**src/rtl/fra_ram.sv**
```systemverilog
// Generic single-port-write, single-port-read RAM with registered read data.
`default_nettype none
module fra_ram #(
   parameter int WIDTH = 32,
   parameter int DEPTH = 16,
   parameter int ADDR_BITS = (DEPTH > 1) ? $clog2(DEPTH) : 1
) (
   input  wire logic                 clock,
   input  wire logic                 wr_en,
   input  wire logic [ADDR_BITS-1:0] wr_addr,
   input  wire logic [WIDTH-1:0]     wr_data,
   input  wire logic                 rd_en,
   input  wire logic [ADDR_BITS-1:0] rd_addr,
   output logic      [WIDTH-1:0]     rd_data
);

   logic [WIDTH-1:0] mem_ff [DEPTH];
   logic [WIDTH-1:0] rd_data_ff;

   // Write port.
   always_ff @(posedge clock) begin
      if (wr_en) begin
         mem_ff[wr_addr] <= wr_data;
      end
   end

   // Registered read port.
   always_ff @(posedge clock) begin
      if (rd_en) begin
         rd_data_ff <= mem_ff[rd_addr];
      end
   end

   assign rd_data = rd_data_ff;

endmodule
`default_nettype wire

```
**config.mk**
```make
export PLATFORM = sky130hd
export DESIGN_NAME = fra_ram
export DESIGN_NICKNAME = d
export VERILOG_FILES = /design/src/rtl/fra_ram.sv
export SDC_FILE = /design/constraint.sdc
export NUM_CORES = 1
export LEC_CHECK = 0
export ABC_CLOCK_PERIOD_IN_PS = 4900
export BUFFER_PORTS_ARGS = -buffer_cell sky130_fd_sc_hd__clkbuf_2
export CAP_MARGIN = 20
export CORE_MARGIN = 2
export CORE_UTILIZATION = 45
export CTS_CLUSTER_SIZE = 12
export DETAILED_ROUTE_END_ITERATION = 7
export PLACE_DENSITY = 0.57
export SLEW_MARGIN = 20
export SYNTH_ARGS = -nofsm -noshare
export SYNTH_HDL_FRONTEND = slang
export SYNTH_SLANG_ARGS = --single-unit
```
**constraint.sdc**
```tcl
create_clock -name clock -period 4.9 [get_ports clock]
set_clock_uncertainty 0.2 [all_clocks]
set_input_delay 0.735 -clock clock [delete_from_list [all_inputs] [get_ports clock]]
set_output_delay 0.735 -clock clock [all_outputs]
set_load 0.03 [all_outputs]
```
## Word level (Yosys, flattened, before mapping)

Memories as Yosys holds them, arrays and structs flattened. A register that Yosys moved wholly into a read port is not among the register bits.
Cells that the tools add are included.

| word-level totals | value |
|---|---|
| flip-flop bits (word level) | 0 |
| memory bits (writable) | 512 |
| logic and storage cells | 3 |
| memories | 1 |

Memory list:

| memory | depth | width | read ports | clocked after Yosys merged registers in | wr ports | line | source |
|---|---|---|---|---|---|---|---|
| mem_ff | 16 | 32 | 1 | 1 | 1 | 17 | `logic [WIDTH-1:0] mem_ff [DEPTH];` |

| cells by class | value |
|---|---|
| mux-type cells | 2 |

Operators by type and width:

| cell | number |
|---|---|
| $mux 1 | 2 |

## Depth between registers and ports, before layout

Gate-level depths: netlist of run 1.

| logic depth | value |
|---|---|
| word-level depth | 2 |
| mapped depth | 5 |
| depth with buffers taken out | 3 |

## Worst setup path before layout of run 1

Ideal clock, no wire load.

| timing | value |
|---|---|
| path type | input to register |
| from | input port wr_addr[2] |
| to | memory mem_ff[0][0], enable pin |
| library setup time | 0.461 ns |
| arrival time | 3.453 ns |
| slack | 0.785 ns |
| cell stages on the path | 2 |
| path buffers | 0 |
| cell sequence | or3b_2 -> nor3_1 |

RTL lines:

| element | line | source |
|---|---|---|
| start, declared | 10 | `input wire logic [ADDR_BITS-1:0] wr_addr,` |
| end, declared | 17 |  |

No word-level cell before the write port.

==> insert_results.sql, run 1 <==
INSERT INTO impl_metrics (metric_group, metric, value, unit) VALUES
('status', 'run_status', 'completed', ''),
('timing', 'timing.slew.headroom', '26.9', '%'),
('power_and_ir_drop', 'pwr-share-comb', '5.1', '%'),
('placed_design', 'hpwl', '22.2', 'mm'),
('placed_design', 'io_buffers', '74', ''),
('floorplan', 'initial_cell_density_of_the_core', '45.6', '%'),
('cells_and_area', 'filler_cell_count', '3396', ''),
('synthesis', 'synthArstFlopShare', '0', '%'),
('floorplan', 'placement_rows', '77', ''),
('cells_and_area', 'fraction_of_final_layout_cells_sized_beyond_drive_strength_1', '31.7', '%'),
('power_and_ir_drop', 'p_sw_share', '20.7', '%'),
('power_and_ir_drop', 'switching_component_of_the_power', '0.00197', 'W'),
('synthesis', 'synth_edf_count', '544', ''),
('timing', 'rsz0062_at_grt', 'no', ''),
('synthesis', 'postSynthCellCount', '838', ''),
('routing', 'num_vias', '8967', ''),
('synthesis', 'synth_seq_area_share', '81.0', '%'),
('cts', 'tritoncts_num_sinks', '544', ''),
('timing', 'timing.final.setup_violations', '0', ''),
('floorplan', 'die_area', '46500', 'um^2'),
('timing', 'finalSetupTns', '0', 'ps'),
('cts', 'postCtsHoldBufs', '0', ''),
('cells_and_area', 'area.growth.synth_to_final', '14.3', '%'),
('cts', 'post_cts_resized', '0', ''),
('run', 'number_of_maximum_capacitance_constraint_violations', '0', ''),
('timing', 'finalCritPeriodShare', '50.9', '%'),
('cts', 'cts_root_buffer', 'sky130_fd_sc_hd__clkbuf_16', ''),
('floorplan', 'boundaryPins', '75', ''),
('routing', 'drtPass1Iterations', '4', ''),
('cts', 'cts_post_setup_buffers_inserted', '0', ''),
('global_route', 'antenna_found_initial', '2', ''),
('timing', 'tightestPinTransition', '1100', 'ps'),
('setup_path', 'setup.worst_path.end_class', 'flop', ''),
('synthesis', 'synth.largest_area_cell', 'sky130_fd_sc_hd__edfxtp_1', ''),
('power_and_ir_drop', 'report.power.total', '0.00954', 'W'),
('routing', 'drt_first_iter_violations', '864', ''),
('cells_and_area', 'antenna_cells_inserted', '0', ''),
('setup_path', 'reg2reg_depth', '3', ''),
('power_and_ir_drop', 'power.clock.fraction', '39.6', '%'),
('timing', 'finalMaxSlewViolations', '0', ''),
('setup_path', 'list_of_cells_traversed_by_the_critical_path', 'clkbuf_8 -> buf_4 -> mux4_2 -> a22oi_1 -> nand2_1', ''),
('setup_path', 'timing.critical_path.from_type', 'input port', ''),
('cts', 'clock_insertion_delay_worst_skew', '600', 'ps'),
('synthesis', 'synth_largest_type_area_fraction', '81.0', '%'),
('global_route', 'vias_in_the_first_global_route', '9533', ''),
('floorplan', 'die_width', '216', 'um'),
('global_route', 'grtUsageTotal', '18.6', '%'),
('power_and_ir_drop', 'pwr_density_cell', '414', 'nW/um^2'),
('power_and_ir_drop', 'max-vdd-ir-drop', '260', 'uV'),
('synthesis', 'ys_ff_latch', '544', ''),
('timing', 'report.final.hold_viol_count', '0', ''),
('timing', 'max_freq', '0.401', 'GHz'),
('synthesis', 'synth.avg_cell_area', '24.1', 'um^2'),
('cts', 'cts_made_buffers', '55', ''),
('power_and_ir_drop', 'leakagePower', '7.31', 'nW'),
('synthesis', 'synth.lib_cells_used.distinct', '17', ''),
('worst_hold_path', 'holdPathStages', '1', ''),
('routing', 'drc_errors', '0', ''),
('timing', 'final.min_clock_period', '2500', 'ps'),
('global_route', 'grt_remaining_overflow', '0', ''),
('routing', 'avgRoutedWirePerCell', '26.7', 'um'),
('synthesis', 'yosysWarnings', '0', ''),
('synthesis', 'dominantRegCellSynth', 'sky130_fd_sc_hd__edfxtp_1', ''),
('setup_path', 'worstPathRequired', '5030', 'ps'),
('floorplan', 'die_y', '216', 'um'),
('setup_path', 'worst_path_slowest_cell', 'sky130_fd_sc_hd__clkbuf_8', ''),
('floorplan', 'floorplan.core_area', '44200', 'um^2'),
('routing', 'detail_route.wirelength', '42.2', 'mm'),
('setup_path', 'worstPathMaxFanout', '61', ''),
('routing', 'route.antenna.remaining_nets', '0', ''),
('power_and_ir_drop', 'part_of_the_total_power_dissipated_in_sequential_elements', '55.2', '%');
==> cells by family after synthesis <==
logic type | Yosys count | synth area share (%)
AOI/OAI and AO/OA | 64 | 2.38
DFF | 544 | 81.0
and+or+nand+nor | 59 | 1.25
buffers and inverters | 43 | 1.10
muxes | 128 | 14.3
==> registers in the layout, indices dropped and copies added, names as in the netlist <==
| name | cells |
|---|---|
| mem_ff | 512 |
| rd_data | 32 |
==> layout by cell type (no fill, tap or decap) <==
| master | instances |
|---|---|
| sky130_fd_sc_hd__nand3b_1 | 2 |
| sky130_fd_sc_hd__clkbuf_8 | 1 |
| sky130_fd_sc_hd__nor2_4 | 13 |
| sky130_fd_sc_hd__mux4_2 | 128 |
| sky130_fd_sc_hd__clkbuf_1 | 23 |
| sky130_fd_sc_hd__clkinvlp_4 | 1 |
| sky130_fd_sc_hd__nand2b_1 | 2 |
| sky130_fd_sc_hd__buf_12 | 4 |
| sky130_fd_sc_hd__edfxtp_1 | 544 |
| sky130_fd_sc_hd__clkinv_1 | 6 |
| sky130_fd_sc_hd__clkbuf_2 | 72 |
| sky130_fd_sc_hd__or3b_2 | 1 |
| sky130_fd_sc_hd__and2_2 | 1 |
| sky130_fd_sc_hd__bufinv_16 | 1 |
| sky130_fd_sc_hd__a22oi_1 | 64 |
| sky130_fd_sc_hd__nor3_2 | 4 |
| sky130_fd_sc_hd__clkinv_8 | 1 |
| sky130_fd_sc_hd__buf_6 | 1 |
| sky130_fd_sc_hd__nand3_1 | 1 |
| sky130_fd_sc_hd__nor2b_4 | 2 |
| sky130_fd_sc_hd__nand2_1 | 33 |
| sky130_fd_sc_hd__clkinv_2 | 4 |
| sky130_fd_sc_hd__clkbuf_16 | 56 |
| sky130_fd_sc_hd__buf_4 | 22 |
| sky130_fd_sc_hd__inv_6 | 1 |
==> path summary, 6_finish.rpt <==
| path | startpoint | to | slack (ps) |
|---|---|---|---|
| worst max register to register | mem_ff[10][20]$_DFFE_PP_ | rd_data[20]$_DFFE_PP_ | 3210 |
| worst min register to register | mem_ff[14][25]$_DFFE_PP_ | rd_data[25]$_DFFE_PP_ | 530 |
| worst min-delay path | wr_data[13] | mem_ff[12][13]$_DFFE_PP_ | 340 |
| worst max-delay path | rd_addr[0] | rd_data[27]$_DFFE_PP_ | 2400 |
==> critical path, delay by kind of cell <==
kind / cells / cell delay [ps]
buf+inv: 2 / 980
mux: 1 / 520
compound gates: 1 / 250
simple gates: 1 / 70
==> Yosys cell counts, types with 2 or more instances <==
library cell,n
sky130_fd_sc_hd__a22oi_1,64
sky130_fd_sc_hd__buf_1,9
sky130_fd_sc_hd__buf_2,4
sky130_fd_sc_hd__buf_4,11
sky130_fd_sc_hd__buf_6,2
sky130_fd_sc_hd__clkbuf_1,17
sky130_fd_sc_hd__edfxtp_1,544
sky130_fd_sc_hd__mux4_2,128
sky130_fd_sc_hd__nand2_1,33
sky130_fd_sc_hd__nand2b_1,2
sky130_fd_sc_hd__nand3b_1,2
sky130_fd_sc_hd__nor2_1,13
sky130_fd_sc_hd__nor2b_1,2
sky130_fd_sc_hd__nor3_1,4
==> cell type report <==
class	instances	area [um^2]	area share [%]
multi-input combinational	251	3750	16.3
clock inverter	14	105	0.456
tap	592	741	3.21
sequential	544	16300	70.9
timing repair buffer	100	631	2.74
clock buffer	79	1490	6.45
==> per-stage QoR <==
| stage | util, % | std cells | area [um^2] | hold WS, ps |
|---|---|---|---|---|
| after floorplan | - | 838 | 20200 | 510 |
| after global placement | 48.5 | 1486 | 21400 | 527 |
| after detailed placement | 48.5 | 1487 | 21500 | 529 |
| after CTS | 52.1 | 1580 | 23000 | 321 |
| after global routing | 52.1 | 1580 | 23000 | 341 |
| final | 52.1 | 1580 | 23000 | 343 |
==> routing by layer <==
metal | global-route usage (%) | share of wire, % | vias to the layer above
li1 | - | - | 3828
met1 | 27.1 | 45 | 4848
met2 | 29.1 | 48 | 231
met3 | 4.10 | 5.5 | 56
met4 | 4.30 | 1.6 | 4
met5 | 0 | 0.074 | -
==> power groups by stage <==
| stage | sequential, W | combinational [W] | clock [W] |
|---|---|---|---|
| global route | 0.00528 | 0.000532 | 0.00405 |
| CTS | 0.00527 | 0.000500 | 0.00387 |
| finish | 0.00527 | 0.000488 | 0.00378 |
| detailed placement | 0.00537 | 0.000499 | 0 |
| floorplan | 0.00541 | 0.000250 | 0 |
| global placement | 0.00537 | 0.000495 | 0 |
(Power assumes the default switching activity.)
==> inputs of run 2 (changes only) <==
Settings changed: ABC_CLOCK_PERIOD_IN_PS 4900 to 2500.
Clock period 4.9 ns to 2.5 ns, I/O delays scaled along.
==> insert_results.sql, run 2 (synthesized netlist as in run 1, its figures left out) <==
INSERT INTO impl_metrics (metric_group, metric, value, unit) VALUES
('cts', 'clk_transition_reported_paths', '60', 'ps'),
('cts', 'clock_insertion_delay_worst_skew', '590', 'ps'),
('routing', 'post_drt_via_cell_ratio', '5.72', ''),
('floorplan', 'die_area', '46500', 'um^2'),
('cts', 'htree_num_levels', '2', ''),
('global_route', 'grt_remaining_overflow', '0', ''),
('global_route', 'largest_net_degree_at_the_start_of_global_routing', '33', ''),
('timing', 'timing.final.setup_violations', '0', ''),
('cells_and_area', 'postLayoutCellArea', '23800', 'um^2'),
('setup_path', 'crit-reg2reg-launch', 'mem_ff[10][14]$_DFFE_PP_', ''),
('setup_path', 'crit_type', 'flop to output port', ''),
('placed_design', 'dp_worst_setup_slack', '214', 'ps'),
('setup_path', 'worstPathMaxFanout', '1', ''),
('run', 'number_of_maximum_capacitance_constraint_violations', '0', ''),
('global_route', 'antenna_found_initial', '2', ''),
('timing', 'final.min_clock_period', '1850', 'ps'),
('routing', 'route.antenna.remaining_nets', '0', ''),
('routing', 'detail_route.wirelength', '45.6', 'mm'),
('cells_and_area', 'area.growth.synth_to_final', '18.2', '%'),
('setup_path', 'reg2reg_depth', '3', ''),
('timing', 'max_freq', '0.542', 'GHz'),
('worst_hold_path', 'worstHoldPathType', 'input port to flop', ''),
('setup_path', 'reg2reg_slack', '810', 'ps'),
('cts', 'cts_max_path_buffers', '3', ''),
('placed_design', 'gpl.final_weighted_congestion', '0.694', ''),
('power_and_ir_drop', 'max-vdd-ir-drop', '460', 'uV'),
('floorplan', 'floorplan.core_area', '44200', 'um^2'),
('global_route', 'vias_in_the_first_global_route', '9829', ''),
('cells_and_area', 'final_common_cell', 'sky130_fd_sc_hd__edfxtp_1', ''),
('power_and_ir_drop', 'leakagePower', '7.64', 'nW'),
('cts', 'postCtsHoldBufs', '26', ''),
('routing', 'drtPass1Iterations', '5', ''),
('floorplan', 'die_width', '216', 'um'),
('cells_and_area', 'max_flop_register', 'mem_ff', ''),
('cells_and_area', 'largest_register_ffs', '512', ''),
('cells_and_area', 'final_net_count', '1046', ''),
('worst_hold_path', 'end_point_of_the_most_critical_hold_path', 'mem_ff[1][24]$_DFFE_PP_', ''),
('worst_hold_path', 'hold_path_startpoint', 'wr_data[24]', ''),
('floorplan', 'initial_cell_density_of_the_core', '45.6', '%'),
('timing', 'tightestPinTransition', '528', 'ps'),
('placed_design', 'instance_area_after_placement', '22000', 'um^2'),
('power_and_ir_drop', 'pwr_density_cell', '788', 'nW/um^2'),
('routing', 'drc_errors', '0', ''),
('routing', 'drt_first_iter_violations', '912', ''),
('cells_and_area', 'layout.core_utilization', '53.9', '%'),
('worst_hold_path', 'holdPathStages', '1', ''),
('cts', 'cts_made_buffers', '56', ''),
('global_route', 'grt_pass1_wl', '66.9', 'mm'),
('cells_and_area', 'post_layout_nonfiller_instances', '1632', ''),
('setup_path', 'worst_path_slowest_cell', 'sky130_fd_sc_hd__edfxtp_1', ''),
('cells_and_area', 'antenna_cells_inserted', '0', ''),
('timing', 'fin_ws', '654', 'ps'),
('placed_design', 'hpwl', '23.8', 'mm'),
('global_route', 'grtUsageTotal', '20.0', '%'),
('setup_path', 'setup.worst_path.end_class', 'output port', ''),
('cts', 'cts_root_buffer', 'sky130_fd_sc_hd__clkbuf_16', ''),
('timing', 'timing.slew.headroom', '64.7', '%'),
('setup_path', 'worst_ep_arrival_time', '1270', 'ps'),
('setup_path', 'timing.critical_path.from_type', 'flop', ''),
('setup_path', 'worst-path-buf-inv', '1', ''),
('setup_path', 'timing.rr.end', 'rd_data[14]$_DFFE_PP_', ''),
('cells_and_area', 'fraction_of_final_layout_cells_sized_beyond_drive_strength_1', '32.3', '%'),
('routing', 'avgRoutedWirePerCell', '27.9', 'um'),
('cells_and_area', 'filler_cell_count', '3385', ''),
('cts', 'cts_tree', 'done', ''),
('timing', 'finalMaxSlewViolations', '0', ''),
('timing', 'report.final.hold_viol_count', '0', ''),
('floorplan', 'die_y', '216', 'um'),
('floorplan', 'placement_rows', '77', ''),
('timing', 'rsz0062_at_grt', 'no', ''),
('setup_path', 'list_of_cells_traversed_by_the_critical_path', 'clkbuf_2', ''),
('cts', 'tritoncts_num_sinks', '544', ''),
('cts', 'cts_post_setup_buffers_inserted', '0', ''),
('floorplan', 'boundaryPins', '75', ''),
('setup_path', 'crit_path_max_incr_delay', '460', 'ps'),
('setup_path', 'timing.critical_path.max_delay_family', 'flip-flops', ''),
('timing', 'finalCritPeriodShare', '73.8', '%'),
('power_and_ir_drop', 'report.power.total', '0.0188', 'W'),
('cts', 'post_cts_resized', '0', ''),
('setup_path', 'worstPathRequired', '1920', 'ps'),
('placed_design', 'io_buffers', '74', ''),
('placed_design', 'dp_cells', '1511', ''),
('status', 'run_status', 'completed', ''),
('routing', 'num_vias', '9337', ''),
('cells_and_area', 'layout.cells.most_common_list', 'sky130_fd_sc_hd__edfxtp_1, sky130_fd_sc_hd__mux4_2, sky130_fd_sc_hd__clkbuf_2', '');
-- run 2: area by class of cell --
| type | instances | area [um^2] | area share [%] |
|---|---|---|---|
| Clock inverter | 20 | 87.6 | 0.367 |
| Multi-Input combinational cell | 251 | 3770 | 15.8 |
| Timing Repair Buffer | 150 | 1410 | 5.91 |
| Tap cell | 592 | 741 | 3.11 |
| Sequential cell | 544 | 16300 | 68.5 |
| Clock buffer | 75 | 1490 | 6.27 |
-- run 2: metal layers --
metal	vias to the layer above	track usage [%]	part of all wire, %
met5	-	0	0.066
li1	3944	-	-
met4	4	5.38	2.0
met2	266	32.0	49
met3	70	3.14	5.4
met1	5053	29.1	44
-- run 2: power by group --
group	internal, W	total (W)	switching, W
registers	0.0103	0.0103	0.0000602
clock network	0.00413	0.00738	0.00325
logic	0.000434	0.00107	0.000633
-- run 2: worst max-delay path by stage --
stage | startpoint | endpoint | slack [ps] | depth (start not counted)
after global routing | rd_data[31]$_DFFE_PP_ | rd_data[31] | 610 | 1
after CTS | rd_data[11]$_DFFE_PP_ | rd_data[11] | 590 | 1
final | rd_data[31]$_DFFE_PP_ | rd_data[31] | 650 | 1
after global placement | rd_addr[0] | rd_data[27]$_DFFE_PP_ | 220 | 5
after floorplan | wr_addr[2] | mem_ff[1][0]$_DFFE_PP_ | -400 | 2
after detailed placement | rd_addr[0] | rd_data[27]$_DFFE_PP_ | 210 | 5
-- run 2: per-stage QoR --
stage,setup TNS (ps),hold slack [ps]
after detailed placement,0,542
after floorplan,-42840,274
after global placement,0,531
after global routing,0,37.7
after CTS,0,5.20
final,0,16.9
==> inputs of run 3 (changes only) <==
Settings changed: ABC_CLOCK_PERIOD_IN_PS 2500 to 1800.
Clock period 2.5 ns to 1.8 ns, I/O delays scaled along.
==> insert_results.sql, run 3 (synthesized netlist as in run 1, its figures left out) <==
INSERT INTO impl_metrics (metric_group, metric, value, unit) VALUES
('cells_and_area', 'final_net_count', '1083', ''),
('routing', 'route.antenna.remaining_nets', '0', ''),
('cells_and_area', 'fraction_of_final_layout_cells_sized_beyond_drive_strength_1', '34.5', '%'),
('worst_hold_path', 'worstHoldPathType', 'input port to flop', ''),
('cells_and_area', 'max_flop_register', 'mem_ff', ''),
('floorplan', 'die_area', '46500', 'um^2'),
('power_and_ir_drop', 'pwr_density_cell', '1070', 'nW/um^2'),
('global_route', 'grt_pass1_wl', '64.9', 'mm'),
('setup_path', 'list_of_cells_traversed_by_the_critical_path', 'clkbuf_2', ''),
('setup_path', 'worst_ep_arrival_time', '1270', 'ps'),
('global_route', 'vias_in_the_first_global_route', '10000', ''),
('floorplan', 'boundaryPins', '75', ''),
('floorplan', 'initial_cell_density_of_the_core', '45.6', '%'),
('global_route', 'grtUsageTotal', '19.1', '%'),
('timing', 'timing.final.setup_violations', '0', ''),
('timing', 'tightestPinTransition', '883', 'ps'),
('cts', 'clock_insertion_delay_worst_skew', '590', 'ps'),
('routing', 'drtPass1Iterations', '7', ''),
('floorplan', 'die_width', '216', 'um'),
('cells_and_area', 'post_layout_nonfiller_instances', '1665', ''),
('routing', 'detail_route.wirelength', '42.9', 'mm'),
('routing', 'num_vias', '9291', ''),
('setup_path', 'crit_path_max_incr_delay', '450', 'ps'),
('power_and_ir_drop', 'power.internal', '0.0207', 'W'),
('setup_path', 'worstPathRequired', '1330', 'ps'),
('cts', 'cts_made_buffers', '55', ''),
('global_route', 'largest_net_degree_at_the_start_of_global_routing', '35', ''),
('power_and_ir_drop', 'p_sw_share', '20.7', '%'),
('placed_design', 'io_buffers', '74', ''),
('setup_path', 'setup.worst_path.end_class', 'output port', ''),
('cells_and_area', 'layout.cells.most_common_list', 'sky130_fd_sc_hd__edfxtp_1, sky130_fd_sc_hd__mux4_2, sky130_fd_sc_hd__clkbuf_2', ''),
('timing', 'rsz0062_at_grt', 'no', ''),
('placed_design', 'hpwl', '24.8', 'mm'),
('routing', 'drt_first_iter_violations', '758', ''),
('cells_and_area', 'final_common_cell', 'sky130_fd_sc_hd__edfxtp_1', ''),
('timing', 'finalCritPeriodShare', '96.7', '%'),
('placed_design', 'gpl.final_weighted_congestion', '0.695', ''),
('setup_path', 'crit_type', 'flop to output port', ''),
('cells_and_area', 'largest_register_ffs', '512', ''),
('cts', 'htree_num_levels', '2', ''),
('global_route', 'antenna_found_initial', '1', ''),
('floorplan', 'die_y', '216', 'um'),
('cts', 'cts_max_path_buffers', '3', ''),
('power_and_ir_drop', 'power.clock.fraction', '39.2', '%'),
('routing', 'post_drt_via_cell_ratio', '5.58', ''),
('power_and_ir_drop', 'part_of_the_total_power_dissipated_in_sequential_elements', '54.9', '%'),
('run', 'number_of_maximum_capacitance_constraint_violations', '0', ''),
('status', 'run_status', 'completed', ''),
('global_route', 'grt_remaining_overflow', '0', ''),
('setup_path', 'worstPathMaxFanout', '1', ''),
('power_and_ir_drop', 'leakagePower', '7.89', 'nW'),
('power_and_ir_drop', 'pwr-share-comb', '5.9', '%'),
('timing', 'timing.slew.headroom', '41.0', '%'),
('cells_and_area', 'layout.core_utilization', '55.2', '%'),
('timing', 'max_freq', '0.575', 'GHz'),
('cts', 'cts_tree', 'done', ''),
('floorplan', 'placement_rows', '77', ''),
('cts', 'cts_root_buffer', 'sky130_fd_sc_hd__clkbuf_16', ''),
('setup_path', 'worst-path-buf-inv', '1', ''),
('cells_and_area', 'area.growth.synth_to_final', '20.9', '%'),
('cts', 'postCtsHoldBufs', '33', ''),
('routing', 'avgRoutedWirePerCell', '25.8', 'um'),
('cts', 'clk_transition_reported_paths', '60', 'ps'),
('cts', 'tritoncts_num_sinks', '544', ''),
('setup_path', 'timing.critical_path.from_type', 'flop', ''),
('routing', 'drc_errors', '0', ''),
('power_and_ir_drop', 'max-vdd-ir-drop', '701', 'uV'),
('cts', 'post_cts_resized', '0', ''),
('placed_design', 'dp_cells', '1542', ''),
('timing', 'finalMaxSlewViolations', '0', ''),
('cts', 'cts_post_setup_buffers_inserted', '0', ''),
('timing', 'final.min_clock_period', '1740', 'ps'),
('power_and_ir_drop', 'switching_component_of_the_power', '0.00543', 'W'),
('setup_path', 'timing.critical_path.max_delay_family', 'flip-flops', ''),
('floorplan', 'floorplan.core_area', '44200', 'um^2'),
('setup_path', 'worst_path_slowest_cell', 'sky130_fd_sc_hd__edfxtp_1', ''),
('timing', 'report.final.hold_viol_count', '0', '');
-- run 3: power groups by stage --
stage               clock network, W  registers, W  logic (W)
finish                        0.0103        0.0144    0.00155
global route                  0.0110        0.0144    0.00168
CTS                           0.0105        0.0144    0.00159
floorplan                          0        0.0147   0.000716
global placement                   0        0.0146    0.00151
detailed placement                 0        0.0146    0.00153
-- run 3: worst register-to-register path: cells and delay by family, from the launching register on --
kind | cells | cell delay [ps]
flops | 1 | 360
mux | 1 | 490
simple gates | 1 | 110
compound gates | 1 | 220
-- run 3: per-layer routing --
metal	routed length [um]	vias to the layer above	track usage (%)
met1	19100	5020	27.4
met2	21300	212	31.1
met5	0	-	0
li1	-	3995	-
met4	760	0	4.44
met3	1860	64	3.35
-- run 3: worst paths after layout --
path	from	endpoint	slack [ps]	depth (start not counted)
min	rd_addr[1]	rd_data[12]$_DFFE_PP_	40	4
min reg2reg	mem_ff[6][4]$_DFFE_PP_	rd_data[4]$_DFFE_PP_	540	3
max	rd_data[31]$_DFFE_PP_	rd_data[31]	60	1
max reg2reg	mem_ff[3][25]$_DFFE_PP_	rd_data[25]$_DFFE_PP_	160	3
-- run 3: layout make-up --
class                      count  area, um^2
clock inverter                17         118
timing repair buffer         188        1950
fill                        3315       19800
sequential                   544       16300
clock buffer                  72        1460
antenna                        1        2.50
multi-input combinational    251        3790
tap                          592         741
-- run 3: through the flow --
stage                     setup slack [ps]  power [W]  setup TNS [ps]  instance area [um^2]  hold slack (ps)
after floorplan                       -379     0.0154          -40120                 20400              169
after global placement                -283     0.0161          -13790                 22500              469
after detailed placement              -303     0.0161          -16140                 22500              485
after CTS                             18.7     0.0264               0                 24400             10.3
after global routing                  12.7     0.0271               0                 24400             28.4
final                                 60.2     0.0262               0                 24400             43.2
